**src/rtl/core/bsc_pkg.sv**
```systemverilog
`timescale 1ns / 1ps
// ----------------------------------------------------------------------------
// Barometric compensation package
// Shared widths, scale reciprocals, register indexes, config and stage-enable
// structs for the pressure and temperature compensation pipeline.
// ----------------------------------------------------------------------------
package bsc_pkg;

  // Fraction bits of the scaled readings (signed Q.FRAC_BITS).
  localparam int FRAC_BITS = 24;

  localparam int RAW_W   = 24;
  localparam int POUT_W  = 32;
  localparam int TOUT_W  = 24;
  localparam int C12_W   = 12;
  localparam int C16_W   = 16;

  // Reciprocal and scaled reading widths; the smallest scale factor sets both.
  localparam int RECIP_W = FRAC_BITS + 7;
  localparam int X_W     = FRAC_BITS + 7;
  localparam int SPROD_W = RAW_W + RECIP_W + 1;

  // Polynomial datapath widths.
  localparam int A_W     = X_W + C16_W;
  localparam int Y_W     = X_W + A_W - FRAC_BITS + 1;
  localparam int YL_W    = Y_W / 2;
  localparam int YH_W    = Y_W - YL_W;
  localparam int PP_W    = X_W + YL_W + 1;
  localparam int PROD_W  = X_W + Y_W;
  localparam int Q_W     = PROD_W - FRAC_BITS;
  localparam int ACC_W   = Q_W + 1;
  localparam int TACC_W  = X_W + C12_W + 1;

  localparam int NUM_STAGES = 13;

  // Scale factors selected by the oversampling code.
  localparam longint unsigned SCALE_K0 = 64'd524288;
  localparam longint unsigned SCALE_K1 = 64'd1572864;
  localparam longint unsigned SCALE_K2 = 64'd3670016;
  localparam longint unsigned SCALE_K3 = 64'd7864320;
  localparam longint unsigned SCALE_K4 = 64'd253952;
  localparam longint unsigned SCALE_K5 = 64'd516096;
  localparam longint unsigned SCALE_K6 = 64'd1040384;
  localparam longint unsigned SCALE_K7 = 64'd2088960;

  localparam longint unsigned RECIP_ONE = 64'd1 << (FRAC_BITS + RAW_W);

  localparam longint unsigned RECIP_0 = (RECIP_ONE + SCALE_K0 / 2) / SCALE_K0;
  localparam longint unsigned RECIP_1 = (RECIP_ONE + SCALE_K1 / 2) / SCALE_K1;
  localparam longint unsigned RECIP_2 = (RECIP_ONE + SCALE_K2 / 2) / SCALE_K2;
  localparam longint unsigned RECIP_3 = (RECIP_ONE + SCALE_K3 / 2) / SCALE_K3;
  localparam longint unsigned RECIP_4 = (RECIP_ONE + SCALE_K4 / 2) / SCALE_K4;
  localparam longint unsigned RECIP_5 = (RECIP_ONE + SCALE_K5 / 2) / SCALE_K5;
  localparam longint unsigned RECIP_6 = (RECIP_ONE + SCALE_K6 / 2) / SCALE_K6;
  localparam longint unsigned RECIP_7 = (RECIP_ONE + SCALE_K7 / 2) / SCALE_K7;

  localparam logic [RECIP_W-1:0] RECIP_TAB [8] = '{
    RECIP_W'(RECIP_0), RECIP_W'(RECIP_1), RECIP_W'(RECIP_2), RECIP_W'(RECIP_3),
    RECIP_W'(RECIP_4), RECIP_W'(RECIP_5), RECIP_W'(RECIP_6), RECIP_W'(RECIP_7)
  };

  // Configuration port.
  localparam int CFG_AW    = 6;
  localparam int CFG_DW    = 64;
  localparam int CFG_IDX_W = 3;

  localparam logic [CFG_IDX_W-1:0] REG_C0_C1       = 3'd0;
  localparam logic [CFG_IDX_W-1:0] REG_C00         = 3'd1;
  localparam logic [CFG_IDX_W-1:0] REG_C10         = 3'd2;
  localparam logic [CFG_IDX_W-1:0] REG_C01_C11     = 3'd3;
  localparam logic [CFG_IDX_W-1:0] REG_C20_C21_C30 = 3'd4;
  localparam logic [CFG_IDX_W-1:0] REG_P_OSR       = 3'd5;
  localparam logic [CFG_IDX_W-1:0] REG_T_OSR       = 3'd6;

  typedef struct packed {
    logic [23:0] c0_c1;
    logic [19:0] c00;
    logic [19:0] c10;
    logic [31:0] c01_c11;
    logic [47:0] c20_c21_c30;
    logic [2:0]  p_osr;
    logic [2:0]  t_osr;
  } bsc_cfg_t;

  // Stage enables of the reading scaler.
  typedef struct packed {
    logic mul;
    logic rnd;
  } bsc_scale_en_t;

  // Stage enables of the fixed-point multiplier.
  typedef struct packed {
    logic part;
    logic sum;
    logic rnd;
  } bsc_qmul_en_t;

endpackage

```
**src/rtl/core/bsc_scale.sv**
```systemverilog
`timescale 1ns / 1ps
// ----------------------------------------------------------------------------
// Reading scaler
// Two-stage unit that divides a raw 24-bit reading by its oversampling scale
// factor through a multiply with the rounded reciprocal.
// ----------------------------------------------------------------------------
module bsc_scale (
  input  logic                                clk,
  input  bsc_pkg::bsc_scale_en_t              en,
  input  logic [bsc_pkg::RAW_W-1:0]           raw,
  input  logic [2:0]                          code,
  output logic signed [bsc_pkg::X_W-1:0]      x
);

  logic [bsc_pkg::RECIP_W-1:0]         recip;
  logic signed [bsc_pkg::SPROD_W-1:0]  prod_nxt;
  logic signed [bsc_pkg::SPROD_W-1:0]  prod_r;
  logic signed [bsc_pkg::SPROD_W-1:0]  half_c;
  logic signed [bsc_pkg::SPROD_W-1:0]  rsum;
  logic signed [bsc_pkg::X_W-1:0]      x_nxt;
  logic signed [bsc_pkg::X_W-1:0]      x_r;

  assign recip    = bsc_pkg::RECIP_TAB[code];
  assign prod_nxt = $signed(raw) * $signed({1'b0, recip});

  always_ff @(posedge clk) begin
    if (en.mul) begin
      prod_r <= prod_nxt;
    end
  end

  // Round to nearest, ties upward, on the 24 bits dropped.
  assign half_c = bsc_pkg::SPROD_W'(1) <<< (bsc_pkg::RAW_W - 1);
  assign rsum   = prod_r + half_c;
  assign x_nxt  = bsc_pkg::X_W'(rsum >>> bsc_pkg::RAW_W);

  always_ff @(posedge clk) begin
    if (en.rnd) begin
      x_r <= x_nxt;
    end
  end

  assign x = x_r;

endmodule

```
**config.mk**
```make
export PLATFORM = sky130hd
export DESIGN_NAME = bsc_scale
export DESIGN_NICKNAME = d
export VERILOG_FILES = /design/src/rtl/core/bsc_pkg.sv /design/src/rtl/core/bsc_scale.sv
export SDC_FILE = /design/constraint.sdc
export NUM_CORES = 1
export LEC_CHECK = 0
export ABC_AREA = 1
export BUFFER_PORTS_ARGS = -buffer_cell sky130_fd_sc_hd__buf_4
export CAP_MARGIN = 15
export CORE_MARGIN = 5
export CORE_UTILIZATION = 35
export CTS_CLUSTER_SIZE = 14
export DETAILED_ROUTE_END_ITERATION = 7
export PLACE_DENSITY = 0.58
export SYNTH_ARGS = -nofsm -noshare
export SYNTH_HDL_FRONTEND = slang
export SYNTH_SLANG_ARGS = --single-unit
```
**constraint.sdc**
```tcl
create_clock -name clk -period 7.9 [get_ports clk]
set_input_delay 0.79 -clock clk [delete_from_list [all_inputs] [get_ports clk]]
set_output_delay 0.79 -clock clk [all_outputs]
set_load 0.005 [all_outputs]
```
==> results.sh <==
export IMPL_timing_rr_end="x[27]"
export IMPL_ys_flop_type="edfxtp_1"
export IMPL_track_usage=0.226
export IMPL_num_io_pins=61
export IMPL_fin_crit_ns=7.64
export IMPL_skew_ns=0.00598
export IMPL_drive_gt1_frac=0.107
export IMPL_yosys_area_top_type="fa_1"
export IMPL_dr_pass1_iters=6
export IMPL_gp_congestion=0.977
export IMPL_dp_cells=4106
export IMPL_cp_num_cells=31
export IMPL_max_cap_viol_count=0
export IMPL_mappedNetlistNets=3787
export IMPL_crit_buf_inv=12
export IMPL_via_per_inst=4.74
export IMPL_die_x_um=273
export IMPL_hold_viol_final=0
export IMPL_synth_edf_count=63
export IMPL_syn_inst=2932
export IMPL_setup_violations=0
export IMPL_area_delta_synth_final_pct=14.6
export IMPL_critical_path_required_ns=8.05
export IMPL_cts_root_buf="clkbuf_16"
export IMPL_drtIter0Drc=1639
export IMPL_status="completed"
export IMPL_wl_per_cell_um=20.2
export IMPL_final_cell_mix="inv_1 (918), fa_1 (471), nor2_1 (422)"
export IMPL_ctsLongestPathBuffers=2
export IMPL_cpPeakStageDelay_ns=0.58
export IMPL_portBuffers=60
export IMPL_synth_seq_cells=63
export IMPL_dp_hpwl_um=75400
export IMPL_synth_top_cells_by_area="fa_1 (39%), ha_1 (18%), inv_1 (14%), edfxtp_1 (7.8%), nor2_1 (6.7%)"
export IMPL_num_vias=19552
export IMPL_min_path_type="reg2reg"
export IMPL_layout_cells_non_filler=4124
export IMPL_placed_cell_area_um2=27500
export IMPL_critical_path_class="in2reg"
export IMPL_wl_um=83100
export IMPL_crit_family="adder cells"
export IMPL_rsz0062_at_grt="false"
export IMPL_critical_path_startpoint="code[0]"
export IMPL_fmax_mhz=131
export IMPL_cts_buffers=9
export IMPL_antenna_cells=0
export IMPL_ys_warn_count=0
export IMPL_timing_reg2reg_setup_slack_ns=5.84
export IMPL_rows=96
export IMPL_drv_slew=0
export IMPL_grt_max_degree=33
export IMPL_crit_arrival_ns=7.79
export IMPL_grt_overflow=0
export IMPL_postLayoutCellArea_um2=27800
export IMPL_grt_pass1_vias=20942
export IMPL_avgSynthCellArea_um2=8.28
export IMPL_clk_pin_slew_ns=0.05
export IMPL_drc=0
export IMPL_dieHeight_um=273
export IMPL_r2r_start="prod_r[24]"
export IMPL_htree_levels=3
export IMPL_async_flop_share=0
export IMPL_start_util=0.353
export IMPL_yosysSeqAreaShare=0.0780
export IMPL_fin_crit_sh=0.967
export IMPL_clock_latency_ns=0.33
export IMPL_crit_end="prod_r[41]"
export IMPL_slew_headroom=0.517
export IMPL_slowest_stage="fa_1"
export IMPL_synth_top_area_share=0.389
export IMPL_antenna_left=0
export IMPL_path_max_fanout=13
export IMPL_clock_sinks=63
export IMPL_antenna_found_initial=0
export IMPL_synth_distinct_cells=42
export IMPL_coreArea_um2=68700
export IMPL_grt_pass1_wl_um=127000
export IMPL_worstMarginPinSlew_ns=0.723
export IMPL_reg2regPathDepth=9
export IMPL_cts_tree="built"
export IMPL_die_area_um2=74700
export IMPL_netlist_area_um2=24300
export IMPL_endpoint_kind="register"
export IMPL_layout_commonest_cell="inv_1"
export IMPL_final_nets=4044
export IMPL_start_kind="input port"
[metrics by stage]
step | utilization | setup slack, ns | setup TNS, ns | hold WS (ns)
finish | 0.405 | 0.262 | 0 | 0.612
detailed placement | 0.400 | -0.412 | -3.82 | 0.601
global placement | 0.400 | -0.527 | -5.22 | 0.585
floorplan | - | 0.830 | 0 | 0.547
global route | 0.405 | 0.000313 | 0 | 0.622
CTS | 0.404 | 0.0592 | 0 | 0.615
[routing by layer]
layer / share of wire / global-route usage
met1: 0.43 / 0.308
met2: 0.46 / 0.376
met3: 0.067 / 0.0284
met4: 0.046 / 0.0761
met5: 0 / 0
[kinds of logic after synthesis]
kind of cell	Yosys count	share of synthesized area
AO/OA/AOI/OAI	160	0.0373
XOR/XNOR	53	0.0191
adder cells (fa/ha/maj)	825	0.571
buffers and inverters	979	0.152
flip-flops	63	0.0780
AND/OR/NAND/NOR	852	0.143
[sequential cells by signal, indices dropped and copies added (netlist names)]
signal,cells
x,31
prod_r,32
[worst reg2reg max path, cell delays in order (launching register included)]
cell and delay [ns]:
edfxtp_1 0.37, ha_1 0.19, nand2_1 0.07, nor2_2 0.20, nand4_2 0.17, or2_4 0.29, nand3b_4 0.20, nor2_4 0.11
nand2_1 0.07, xor2_1 0.14
[how the worst min path moves through the flow]
stage	cells after the start	to	startpoint	slack [ns]
finish	1	x[0]	prod_r[23]	0.61
global placement	1	x[30]	prod_r[54]	0.58
CTS	1	x[30]	prod_r[54]	0.61
global route	1	x[30]	prod_r[54]	0.62
floorplan	1	x[30]	prod_r[54]	0.55
detailed placement	1	x[30]	prod_r[54]	0.60
[synthesized netlist by cell type, drive strengths merged, types with 2 or more instances]
cell type	number
edfxtp	63
a31oi	9
a21o	8
xor2	36
ha	354
o21bai	13
nor2	441
nor4	11
xnor2	17
nor3	14
o21a	8
nand3b	2
fa	471
nand2	326
a21oi	77
clkinv	10
or2	2
nand4	10
inv	921
nand3	46
o21ai	41
buf	6
clkbuf	42
a21boi	3
[area by class of cell]
cell class / count / area, um^2
clock inverter: 2 / 8.76
inverter: 931 / 3500
multi-input combinational: 1890 / 18700
clock buffer: 13 / 240
sequential: 63 / 1890
tap: 931 / 1160
timing repair buffer: 294 / 2270
fill: 7179 / 40900
[timing repair]
action                     CTS  global route
hold buffers                 0             0
pin swaps                    0             1
gates cloned                 0             1
buffers inserted             0             2
resized for setup            1            12
setup endpoints to repair    1            19
Power is left out: the tool's default activity adds up to more than one toggle a clock period on the data nets, which glitch-free logic cannot reach.
