`src/rtl/core/bsc_pkg.sv`:
```
`timescale 1ns / 1ps
// ----------------------------------------------------------------------------
// Barometric compensation package
// Shared widths, scale reciprocals, register indexes, config and stage-enable
// structs for the pressure and temperature compensation pipeline.
// ----------------------------------------------------------------------------
package bsc_pkg;

  // Fraction bits of the scaled readings (signed Q.FRAC_BITS).
  localparam int FRAC_BITS = 24;

  localparam int RAW_W   = 24;
  localparam int POUT_W  = 32;
  localparam int TOUT_W  = 24;
  localparam int C12_W   = 12;
  localparam int C16_W   = 16;

  // Reciprocal and scaled reading widths; the smallest scale factor sets both.
  localparam int RECIP_W = FRAC_BITS + 7;
  localparam int X_W     = FRAC_BITS + 7;
  localparam int SPROD_W = RAW_W + RECIP_W + 1;

  // Polynomial datapath widths.
  localparam int A_W     = X_W + C16_W;
  localparam int Y_W     = X_W + A_W - FRAC_BITS + 1;
  localparam int YL_W    = Y_W / 2;
  localparam int YH_W    = Y_W - YL_W;
  localparam int PP_W    = X_W + YL_W + 1;
  localparam int PROD_W  = X_W + Y_W;
  localparam int Q_W     = PROD_W - FRAC_BITS;
  localparam int ACC_W   = Q_W + 1;
  localparam int TACC_W  = X_W + C12_W + 1;

  localparam int NUM_STAGES = 13;

  // Scale factors selected by the oversampling code.
  localparam longint unsigned SCALE_K0 = 64'd524288;
  localparam longint unsigned SCALE_K1 = 64'd1572864;
  localparam longint unsigned SCALE_K2 = 64'd3670016;
  localparam longint unsigned SCALE_K3 = 64'd7864320;
  localparam longint unsigned SCALE_K4 = 64'd253952;
  localparam longint unsigned SCALE_K5 = 64'd516096;
  localparam longint unsigned SCALE_K6 = 64'd1040384;
  localparam longint unsigned SCALE_K7 = 64'd2088960;

  localparam longint unsigned RECIP_ONE = 64'd1 << (FRAC_BITS + RAW_W);

  localparam longint unsigned RECIP_0 = (RECIP_ONE + SCALE_K0 / 2) / SCALE_K0;
  localparam longint unsigned RECIP_1 = (RECIP_ONE + SCALE_K1 / 2) / SCALE_K1;
  localparam longint unsigned RECIP_2 = (RECIP_ONE + SCALE_K2 / 2) / SCALE_K2;
  localparam longint unsigned RECIP_3 = (RECIP_ONE + SCALE_K3 / 2) / SCALE_K3;
  localparam longint unsigned RECIP_4 = (RECIP_ONE + SCALE_K4 / 2) / SCALE_K4;
  localparam longint unsigned RECIP_5 = (RECIP_ONE + SCALE_K5 / 2) / SCALE_K5;
  localparam longint unsigned RECIP_6 = (RECIP_ONE + SCALE_K6 / 2) / SCALE_K6;
  localparam longint unsigned RECIP_7 = (RECIP_ONE + SCALE_K7 / 2) / SCALE_K7;

  localparam logic [RECIP_W-1:0] RECIP_TAB [8] = '{
    RECIP_W'(RECIP_0), RECIP_W'(RECIP_1), RECIP_W'(RECIP_2), RECIP_W'(RECIP_3),
    RECIP_W'(RECIP_4), RECIP_W'(RECIP_5), RECIP_W'(RECIP_6), RECIP_W'(RECIP_7)
  };

  // Configuration port.
  localparam int CFG_AW    = 6;
  localparam int CFG_DW    = 64;
  localparam int CFG_IDX_W = 3;

  localparam logic [CFG_IDX_W-1:0] REG_C0_C1       = 3'd0;
  localparam logic [CFG_IDX_W-1:0] REG_C00         = 3'd1;
  localparam logic [CFG_IDX_W-1:0] REG_C10         = 3'd2;
  localparam logic [CFG_IDX_W-1:0] REG_C01_C11     = 3'd3;
  localparam logic [CFG_IDX_W-1:0] REG_C20_C21_C30 = 3'd4;
  localparam logic [CFG_IDX_W-1:0] REG_P_OSR       = 3'd5;
  localparam logic [CFG_IDX_W-1:0] REG_T_OSR       = 3'd6;

  typedef struct packed {
    logic [23:0] c0_c1;
    logic [19:0] c00;
    logic [19:0] c10;
    logic [31:0] c01_c11;
    logic [47:0] c20_c21_c30;
    logic [2:0]  p_osr;
    logic [2:0]  t_osr;
  } bsc_cfg_t;

  // Stage enables of the reading scaler.
  typedef struct packed {
    logic mul;
    logic rnd;
  } bsc_scale_en_t;

  // Stage enables of the fixed-point multiplier.
  typedef struct packed {
    logic part;
    logic sum;
    logic rnd;
  } bsc_qmul_en_t;

endpackage

```
`src/rtl/core/bsc_cfg_regs.sv`:
```
`timescale 1ns / 1ps
// ----------------------------------------------------------------------------
// Compensation coefficient registers
// APB-style register file holding the calibration coefficients and the
// oversampling codes of both channels.
// ----------------------------------------------------------------------------
module bsc_cfg_regs (
  input  logic                          clk,
  input  logic                          rst_n,
  input  logic                          psel,
  input  logic                          penable,
  input  logic                          pwrite,
  input  logic [bsc_pkg::CFG_AW-1:0]    paddr,
  input  logic [bsc_pkg::CFG_DW-1:0]    pwdata,
  output logic [bsc_pkg::CFG_DW-1:0]    prdata,
  output logic                          pready,
  output bsc_pkg::bsc_cfg_t             cfg
);

  bsc_pkg::bsc_cfg_t               cfg_r;
  bsc_pkg::bsc_cfg_t               cfg_nxt;
  logic                            wr;
  logic [bsc_pkg::CFG_IDX_W-1:0]   idx;

  assign pready = 1'b1;
  assign wr     = psel & penable & pwrite;
  // Registers sit on 8-byte boundaries.
  assign idx    = paddr[bsc_pkg::CFG_AW-1:bsc_pkg::CFG_AW-bsc_pkg::CFG_IDX_W];

  always_comb begin
    cfg_nxt = cfg_r;
    if (wr) begin
      unique case (idx)
        bsc_pkg::REG_C0_C1:       cfg_nxt.c0_c1       = pwdata[23:0];
        bsc_pkg::REG_C00:         cfg_nxt.c00         = pwdata[19:0];
        bsc_pkg::REG_C10:         cfg_nxt.c10         = pwdata[19:0];
        bsc_pkg::REG_C01_C11:     cfg_nxt.c01_c11     = pwdata[31:0];
        bsc_pkg::REG_C20_C21_C30: cfg_nxt.c20_c21_c30 = pwdata[47:0];
        bsc_pkg::REG_P_OSR:       cfg_nxt.p_osr       = pwdata[2:0];
        bsc_pkg::REG_T_OSR:       cfg_nxt.t_osr       = pwdata[2:0];
        default: ;
      endcase
    end
  end

  always_ff @(posedge clk) begin
    if (!rst_n) begin
      cfg_r <= '0;
    end else begin
      cfg_r <= cfg_nxt;
    end
  end

  always_comb begin
    unique case (idx)
      bsc_pkg::REG_C0_C1:       prdata = bsc_pkg::CFG_DW'(cfg_r.c0_c1);
      bsc_pkg::REG_C00:         prdata = bsc_pkg::CFG_DW'(cfg_r.c00);
      bsc_pkg::REG_C10:         prdata = bsc_pkg::CFG_DW'(cfg_r.c10);
      bsc_pkg::REG_C01_C11:     prdata = bsc_pkg::CFG_DW'(cfg_r.c01_c11);
      bsc_pkg::REG_C20_C21_C30: prdata = bsc_pkg::CFG_DW'(cfg_r.c20_c21_c30);
      bsc_pkg::REG_P_OSR:       prdata = bsc_pkg::CFG_DW'(cfg_r.p_osr);
      bsc_pkg::REG_T_OSR:       prdata = bsc_pkg::CFG_DW'(cfg_r.t_osr);
      default:                  prdata = '0;
    endcase
  end

  assign cfg = cfg_r;

endmodule

```
`config.mk`:
```
export PLATFORM = sky130hd
export DESIGN_NAME = bsc_cfg_regs
export DESIGN_NICKNAME = d
export VERILOG_FILES = /design/src/rtl/core/bsc_pkg.sv /design/src/rtl/core/bsc_cfg_regs.sv
export SDC_FILE = /design/constraint.sdc
export NUM_CORES = 1
export LEC_CHECK = 0
export BUFFER_PORTS_ARGS = -buffer_cell sky130_fd_sc_hd__clkbuf_2
export CAP_MARGIN = 20
export CORE_AREA = 2 2 157 98
export DETAILED_ROUTE_END_ITERATION = 7
export DIE_AREA = 0 0 159 100
export MAX_ROUTING_LAYER = met4
export PLACE_DENSITY_LB_ADDON = 0.25
export REMOVE_ABC_BUFFERS = 1
export SYNTH_ARGS = -nofsm -noshare
export SYNTH_HDL_FRONTEND = slang
export SYNTH_SLANG_ARGS = --single-unit
```
`constraint.sdc`:
```
create_clock -name clk -period 1.6 [get_ports clk]
set_clock_uncertainty 0.05 [all_clocks]
set_input_delay 0.08 -clock clk [delete_from_list [all_inputs] [get_ports clk]]
set_output_delay 0.08 -clock clk [all_outputs]
set_load 0.005 [all_outputs]
```
==> results of run 1 <==
stage by stage:
step / setup WS (ns) / cells / util
2_1_floorplan: -1.36 / 652 / -
3_3_place_gp: 0.122 / 1139 / 0.564
3_5_place_dp: 0.0618 / 1139 / 0.564
4_1_cts: -0.121 / 1221 / 0.638
5_1_grt: -0.168 / 1221 / 0.638
6_report: -0.101 / 1221 / 0.638
final cells by class:
type / instances / area, um^2
fillers: 1262 / 5330
multi-input cells: 500 / 3410
flip-flops and latches: 150 / 3010
repair buffers: 334 / 2120
clock buffers: 19 / 443
well taps: 203 / 254
clock inverters: 13 / 139
inverters: 2 / 7.51
layer usage:
metal  vias up  wire length [um]  global-route usage
met3         2              1290              0.0632
met4         0                40              0.0434
met2       203              8850               0.393
li1       2974                 -                   -
met1      2818              9400               0.346
met5         -                 0                   -
power by group through the flow:
stage | logic [mW] | registers, mW | clock network (mW)
after floorplan | 0.180 | 3.87 | 0
after global placement | 0.510 | 3.87 | 0
after detailed placement | 0.514 | 3.87 | 0
after CTS | 0.603 | 3.78 | 3.97
after global routing | 0.659 | 3.79 | 4.17
final | 0.608 | 3.78 | 3.90
worst min-delay path, delay by kind of cell:
family,cells,cell delay [ns]
buffers and inverters,1,0.09
and+or+nand+nor,1,0.16
muxes,1,0.10
worst max-delay path by stage:
| stage | cells after the start | slack (ns) | from | to |
|---|---|---|---|---|
| floorplan | 3 | -1.36 | paddr[4] | prdata[0] |
| finish | 3 | -0.10 | cfg[128] | prdata[2] |
| detailed placement | 6 | 0.06 | paddr[4] | cfg[79] |
| CTS | 3 | -0.12 | cfg[2] | prdata[2] |
| global route | 3 | -0.17 | cfg[128] | prdata[2] |
| global placement | 6 | 0.12 | paddr[4] | cfg[77] |
what timing repair did:
item / in CTS / in global routing
setup endpoints to repair: 3 / 4
buffers inserted: 6 / 0
hold buffers: 44 / 0
hold endpoints to repair: 117 / 0
resized for setup: 10 / 1
logic make-up (layout without fill, tap and decap cells):
kind of cell	Yosys count	in the layout	synth area share
multiplexers	187	187	0.282
buffers and inverters	73	368	0.0669
AO/OA/AOI/OAI	40	40	0.0472
AND/OR/NAND/NOR	256	256	0.161
flip-flops	150	150	0.442
other	2	17	0.00111
placed cells by master, fill, tap and decap left out, types with 2 or more instances in the layout:
master,count
sky130_fd_sc_hd__inv_6,6
sky130_fd_sc_hd__o21ai_0,4
sky130_fd_sc_hd__clkbuf_2,252
sky130_fd_sc_hd__inv_1,2
sky130_fd_sc_hd__a22oi_1,6
sky130_fd_sc_hd__a22o_1,10
sky130_fd_sc_hd__mux2i_1,181
sky130_fd_sc_hd__nand3_1,2
sky130_fd_sc_hd__mux4_2,3
sky130_fd_sc_hd__buf_4,27
sky130_fd_sc_hd__and4b_1,2
sky130_fd_sc_hd__and2_1,17
sky130_fd_sc_hd__clkinvlp_4,3
sky130_fd_sc_hd__nand2_1,218
sky130_fd_sc_hd__a32oi_1,2
sky130_fd_sc_hd__dlygate4sd3_1,44
sky130_fd_sc_hd__conb_1,17
sky130_fd_sc_hd__clkinv_4,2
sky130_fd_sc_hd__dfxtp_1,141
sky130_fd_sc_hd__o221ai_1,14
sky130_fd_sc_hd__buf_12,10
sky130_fd_sc_hd__mux2_2,2
sky130_fd_sc_hd__nor2_1,4
sky130_fd_sc_hd__a31oi_1,2
sky130_fd_sc_hd__dfxtp_2,9
sky130_fd_sc_hd__nor2_4,3
sky130_fd_sc_hd__nand2b_1,2
sky130_fd_sc_hd__clkbuf_16,17
==> impl_summary.txt, run 1 <==
----------------------------------------------------
[Flow run]
  Number of maximum-capacitance violations ... 0

[Clock network]
  Max H-tree Level ... 4
  Clock transition at the registers of the reported paths ... 0.06 ns
  Sink Count ... 150
  Number of buffers created by CTS ... 17
  Clock root buffer ... sky130_fd_sc_hd__clkbuf_16
  Source-to-sink clock delay at the later pin of the worst-skew pair ... 0.40 ns
  Clock Path Buffers ... 2
  TritonCTS clock tree ... yes

[Worst setup path]
  Critical path class ... reg2out
  Buf/Inv on CP ... 1
  Reg-to-reg critical path startpoint ... cfg[104]
  Startpoint class of the critical path ... register
  Capturing element type of the critical path ... output port
  Critical path data required time ... 1.47 ns
  Cell family with the largest share of critical-path delay ... multiplexers
  Worst endpoint data arrival time ... between 1.5 and 2 ns
  Worst reg2reg endpoint ... cfg[104]
  Slowest stage cell on the critical path ... sky130_fd_sc_hd__mux4_2
  Max Fanout on Critical Path ... 3
  R2r setup slk ... 0.82 ns
  Critical Path, Cell by Cell ... mux4_2 > mux2_4 > clkbuf_2
  Worst Reg2Reg Path Length in Cells ... 3
  Maximum cell stage delay along the critical path ... 0.44 ns

[Route]
  Total DRC errors in the routed layout ... 0
  Drt initial violations ... 443
  Number of search-and-repair iterations in the first detailed-routing pass ... 5
  ANT nets after route ... 0
  Post-DR vias/cell ... a little under 5
  Total length of routed wires ... roughly 20,000 um
  Wirelength per Cell ... 16.0 um
  Overall via count from detail_route ... 5,997

[Pwr]
  Worst-case vdd ir drop ... around 0.6 mV
  Portion of total power attributed to sequential cells ... 0.457
  Total power divided by cell area ... 883 nW/um^2
  Clk pwr share ... 0.470
  Leak Pwr ... a little over 4 nW
  Switch Pwr ... roughly 2 mW
  Switching share of power ... 0.245
  Combinational Power Share ... 0.073
  Internal power contribution ... 6.26 mW
  Final Power ... 8.29 mW

[Final layout]
  ANT cells ... 0
  Final net count ... 1,080
  Number of flip-flops under the largest register name ... 150
  Fraction of final layout cells sized beyond drive strength 1 ... 0.338
  Area growth, synth to finish ... 38.2%
  Summed area of non-filler cells in the final layout ... 9390 um^2

[Timing]
  Final Max Slew Viols ... 0
  Final setup violation count ... 2
  Setup slack after layout ... -0.101 ns
  Fin crit share ... 1.06
  Unrepaired setup endpoints after global routing ... true
  Total Neg Setup Slack ... -0.136 ns
  Hold violation count in the final report ... 0
  Final worst hold slack ... 0.0145 ns
  Post-layout min period ... 1.70 ns
  Max Clk Rate ... 0.588 GHz

[Hold path]
  Hold Path Sink ... cfg[89]
  Worst hold path class ... in2reg
  Hold Path Cell Cnt ... 3
  Worst Hold Launch ... pwdata[3]

[Place]
  Number of input and output port buffers inserted ... 253
  Post-detailed-placement cell area ... ~8300 um^2
  RePlAce Congestion ... 0.798
  Dpl hpwl ... 13,200 um

[Logic synthesis]
  Top-area cell type share of the netlist area ... 0.442
  Leading cell type by number of instances after synthesis ... sky130_fd_sc_hd__nand2_1
  EDFF count, synth ... 0
  #FFs+latches synth ... 150
  Yosys synthesis warning count ... 0
  Largest area contributor in the synthesized netlist ... sky130_fd_sc_hd__dfxtp_1
  Avg Inst Size Synth ... 9.59 um^2
  Top FF cell, synth ... sky130_fd_sc_hd__dfxtp_1
  Most area-consuming cells after synthesis ... sky130_fd_sc_hd__dfxtp_1, sky130_fd_sc_hd__mux2i_1, sky130_fd_sc_hd__nand2_1
  Most frequent cells after synthesis ... sky130_fd_sc_hd__nand2_1, sky130_fd_sc_hd__mux2i_1, sky130_fd_sc_hd__dfxtp_1
  Cell area after synthesis ... between 6000 and 7000 um^2
  Sequential fraction of the synthesis area ... 0.442
  Share of async-settable or async-resettable flops after synthesis ... 0
  Gate Count Post-Synth ... 708
  Count of cell types in the netlist ... 35

[Floorplanning]
  Core footprint ... 14,700 um^2
  Width of the chip ... 159 um
  Ports placed on the boundary ... 290
  Number of placement rows ... 35
  Area enclosed by the die boundary ... 15,900 um^2
  Die height ... 100 um
  Effective utilization at floorplan ... 0.462

[Global routing]
  First-pass GRT wire length ... 31,300 um
  Global route total overflow ... 0
  Antenna violations before repair ... 0
  GR Util All Layers ... 0.255
  Maximum number of pins on one net before global-route repair ... 55
  Number of global-route vias before repair ... 5,734

[Run status]
  Run status ... complete, but fails checks
  Failing checks ... negative setup slack

----------------------------------------------------
Note: power is estimated with default switching activity, not from simulation.
==> run 2, diff against run 1 <==
- clock period: 1.6 -> 1.7 ns (I/O delays scaled with it)
==> run 2 against run 1 <==
  * The run still ends with negative setup slack left
  * Combinational power fell by 5.6%
  * Register-to-register slack better by 0.04 ns
  * Die area did not move
  * Via count up 0.93%
  * Setup slack better by 0.085 ns
  * Final area about the same
  * Final cell count about the same
  * Clock power shrank 5%
  * Wire length decreased by 0.71%
  * Sequential power down 5.8%
  * Power fell by 5.3%
  * Clock-buffer cell count unchanged
  * Largest cell class unchanged
  * Highest routed layer unchanged
==> impl_summary.txt, run 2 (same netlist as run 1, synthesis figures left out) <==
----------------------------------------------------
[Run status]
  Run status ... complete, but fails checks (unchanged)
  Failing checks ... negative setup slack (unchanged)

[Timing]
  Final setup violation count ... 1 (was 2)
  Setup slack after layout ... -0.0160 ns (was -0.101 ns)
  Fin crit share ... 1.01
  Hold violation count in the final report ... 0 (unchanged)
  Post-layout min period ... 1.72 ns
  Max Clk Rate ... 0.583 GHz
  Final Max Slew Viols ... 0 (unchanged)
  Unrepaired setup endpoints after global routing ... true (unchanged)

[Clock network]
  TritonCTS clock tree ... yes (unchanged)
  Clock root buffer ... sky130_fd_sc_hd__clkbuf_16 (unchanged)
  Clock transition at the registers of the reported paths ... 0.06 ns (about the same)
  Max H-tree Level ... 4 (unchanged)
  Source-to-sink clock delay at the later pin of the worst-skew pair ... 0.40 ns (about the same)
  Number of buffers created by CTS ... 17 (unchanged)
  Sink Count ... 150 (unchanged)
  Clock Path Buffers ... 2 (unchanged)

[Pwr]
  Portion of total power attributed to sequential cells ... 0.454 (was 0.457)
  Final Power ... 7.85 mW (was 8.29 mW)
  Internal power contribution ... 5.93 mW (was 6.26 mW)
  Leak Pwr ... 4.05 nW (about the same)
  Switching share of power ... 0.245 (about the same)
  Worst-case vdd ir drop ... 0.607 mV (was 0.618 mV)
  Clk pwr share ... 0.473 (was 0.470)
  Combinational Power Share ... 0.073 (about the same)
  Total power divided by cell area ... 836 nW/um^2 (was 883 nW/um^2)
  Switch Pwr ... 1.92 mW (was 2.03 mW)

[Worst setup path]
  R2r setup slk ... 0.86 ns (was 0.82 ns)
  Capturing element type of the critical path ... output port (unchanged)
  Startpoint class of the critical path ... register (unchanged)
  Max Fanout on Critical Path ... 2 (was 3)
  Worst reg2reg endpoint ... cfg[2] (was cfg[104])
  Cell family with the largest share of critical-path delay ... multiplexers (unchanged)
  Slowest stage cell on the critical path ... sky130_fd_sc_hd__mux4_2 (unchanged)
  Critical Path, Cell by Cell ... mux4_2 > mux2_4 > buf_6 (was mux4_2 > mux2_4 > clkbuf_2)
  Worst Reg2Reg Path Length in Cells ... 4 (was 3)
  Critical path data required time ... 1.56 ns (was 1.47 ns)
  Maximum cell stage delay along the critical path ... 0.45 ns (was 0.44 ns)
  Reg-to-reg critical path startpoint ... cfg[2] (was cfg[104])
  Critical path class ... reg2out (unchanged)
  Worst endpoint data arrival time ... 1.58 ns (was 1.57 ns)
  Buf/Inv on CP ... 1 (unchanged)

[Route]
  ANT nets after route ... 0 (unchanged)
  Uppermost layer routed ... met4 (unchanged)
  Routed wire length on met3 ... 1440 um (was 1290 um)
  Met2 layer wire length in the routed design ... 8820 um (was 8850 um)
  Drt initial violations ... 364 (was 443)
  Total length of routed wires ... 19,400 um (was 19,600 um)
  Post-DR vias/cell ... 4.96 (was 4.91)
  Met1 layer wirelength in the final routing ... 9060 um (was 9400 um)
  Total DRC errors in the routed layout ... 0 (unchanged)
  Overall via count from detail_route ... 6,053 (was 5,997)
  Number of search-and-repair iterations in the first detailed-routing pass ... 4 (was 5)
  Wirelength per Cell ... 15.9 um (was 16.0 um)

[Place]
  RePlAce Congestion ... 0.810 (was 0.798)
  Number of input and output port buffers inserted ... 253 (unchanged)
  Pre-CTS setup slack ... 0.160 ns (was 0.0618 ns)
  Dpl hpwl ... 13,300 um (was 13,200 um)

[Floorplanning]
  Width of the chip ... 159 um (unchanged)
  Number of placement rows ... 35 (unchanged)
  Effective utilization at floorplan ... 0.462 (unchanged)
  Core footprint ... 14,700 um^2 (unchanged)
  Ports placed on the boundary ... 290 (unchanged)
  Area enclosed by the die boundary ... 15,900 um^2 (unchanged)
  Die height ... 100 um (unchanged)

[Hold path]
  Worst hold path class ... in2reg (unchanged)
  Hold Path Sink ... cfg[96] (was cfg[89])
  Worst Hold Launch ... pwdata[10] (was pwdata[3])
  Hold Path Cell Cnt ... 3 (unchanged)

[Final layout]
  Filler cell count in the final layout ... 1,248 (was 1,262)
  Highest-count cells in the layout ignoring fill and taps ... sky130_fd_sc_hd__clkbuf_2, sky130_fd_sc_hd__nand2_1, sky130_fd_sc_hd__mux2i_1 (unchanged)
  Fraction of final layout cells sized beyond drive strength 1 ... 0.333 (was 0.338)
  Area growth, synth to finish ... 38.3% (was 38.2%)
  Final net count ... 1,079 (was 1,080)
  Most common cell after layout, fill and taps aside ... sky130_fd_sc_hd__clkbuf_2 (unchanged)
  ANT cells ... 0 (unchanged)
  Number of flip-flops under the largest register name ... 150 (unchanged)

[Global routing]
  Number of global-route vias before repair ... 5,685 (was 5,734)
  First-pass GRT wire length ... 30,600 um (was 31,300 um)
  Global route total overflow ... 0 (unchanged)
  Maximum number of pins on one net before global-route repair ... 56 (was 55)
  Antenna violations before repair ... 0 (unchanged)
  GR Util All Layers ... 0.249 (was 0.255)

[Flow run]
  Number of maximum-capacitance violations ... 0 (unchanged)

----------------------------------------------------
[run 2: repair_timing]
item / 4_1_cts / 5_1_grt
resized for setup: 5 / 3
buffers inserted: 3 / 2
hold endpoints to repair: 124 / 0
endpoints found under the setup margin: 1 / 3
hold buffers: 45 / 0
[run 2: per-stage QoR]
stage | setup TNS [ns] | cells | util | area [um^2] | hold WS, ns
6_report | -0.0160 | 1220 | 0.639 | 9400 | 0.0174
5_1_grt | -0.0536 | 1220 | 0.639 | 9400 | 0.0149
4_1_cts | -0.0333 | 1218 | 0.637 | 9370 | 0.0129
3_5_place_dp | 0 | 1138 | 0.564 | 8300 | 0.271
3_3_place_gp | 0 | 1138 | 0.564 | 8300 | 0.268
2_1_floorplan | -63.42 | 652 | - | 6400 | 0.177
[run 2: worst max-delay path by stage]
stage,from,to,slack (ns),cells past startpoint
after detailed placement,paddr[5],prdata[15],0.16,6
after global routing,cfg[2],prdata[2],-0.05,3
after CTS,cfg[2],prdata[2],-0.03,3
after floorplan,paddr[4],prdata[0],-1.27,3
after global placement,paddr[4],prdata[6],0.18,5
final,cfg[2],prdata[2],-0.02,3
[run 2: cell type report]
| class | instances | area, um^2 | area share |
|---|---|---|---|
| multi-input combinational | 500 | 3410 | 0.363 |
| sequential | 150 | 3010 | 0.320 |
| timing repair buffer | 333 | 2130 | 0.227 |
| clock buffer | 19 | 453 | 0.0482 |
| tap | 203 | 254 | 0.0270 |
| clock inverter | 13 | 134 | 0.0142 |
| inverter | 2 | 7.51 | 0.000799 |
[run 2: worst reg2reg max path: cells and delay by family (launching register included)]
kind	cells	cell delay (ns)
flops	1	0.32
buf+inv	2	0.24
mux	1	0.06
simple gates	1	0.05
[run 2: power groups by stage]
| stage | combinational (mW) | sequential, mW | clock (mW) |
|---|---|---|---|
| 6_report | 0.574 | 3.56 | 3.72 |
| 5_1_grt | 0.622 | 3.56 | 3.95 |
| 4_1_cts | 0.570 | 3.56 | 3.78 |
| 3_5_place_dp | 0.486 | 3.64 | 0 |
| 3_3_place_gp | 0.481 | 3.64 | 0 |
| 2_1_floorplan | 0.170 | 3.64 | 0 |
[run 2: metal layers]
| metal | global-route usage | vias up |
|---|---|---|
| li1 | - | 2971 |
| met3 | 0.0570 | 11 |
| met5 | - | - |
| met4 | 0.0629 | 0 |
| met2 | 0.389 | 236 |
| met1 | 0.330 | 2835 |
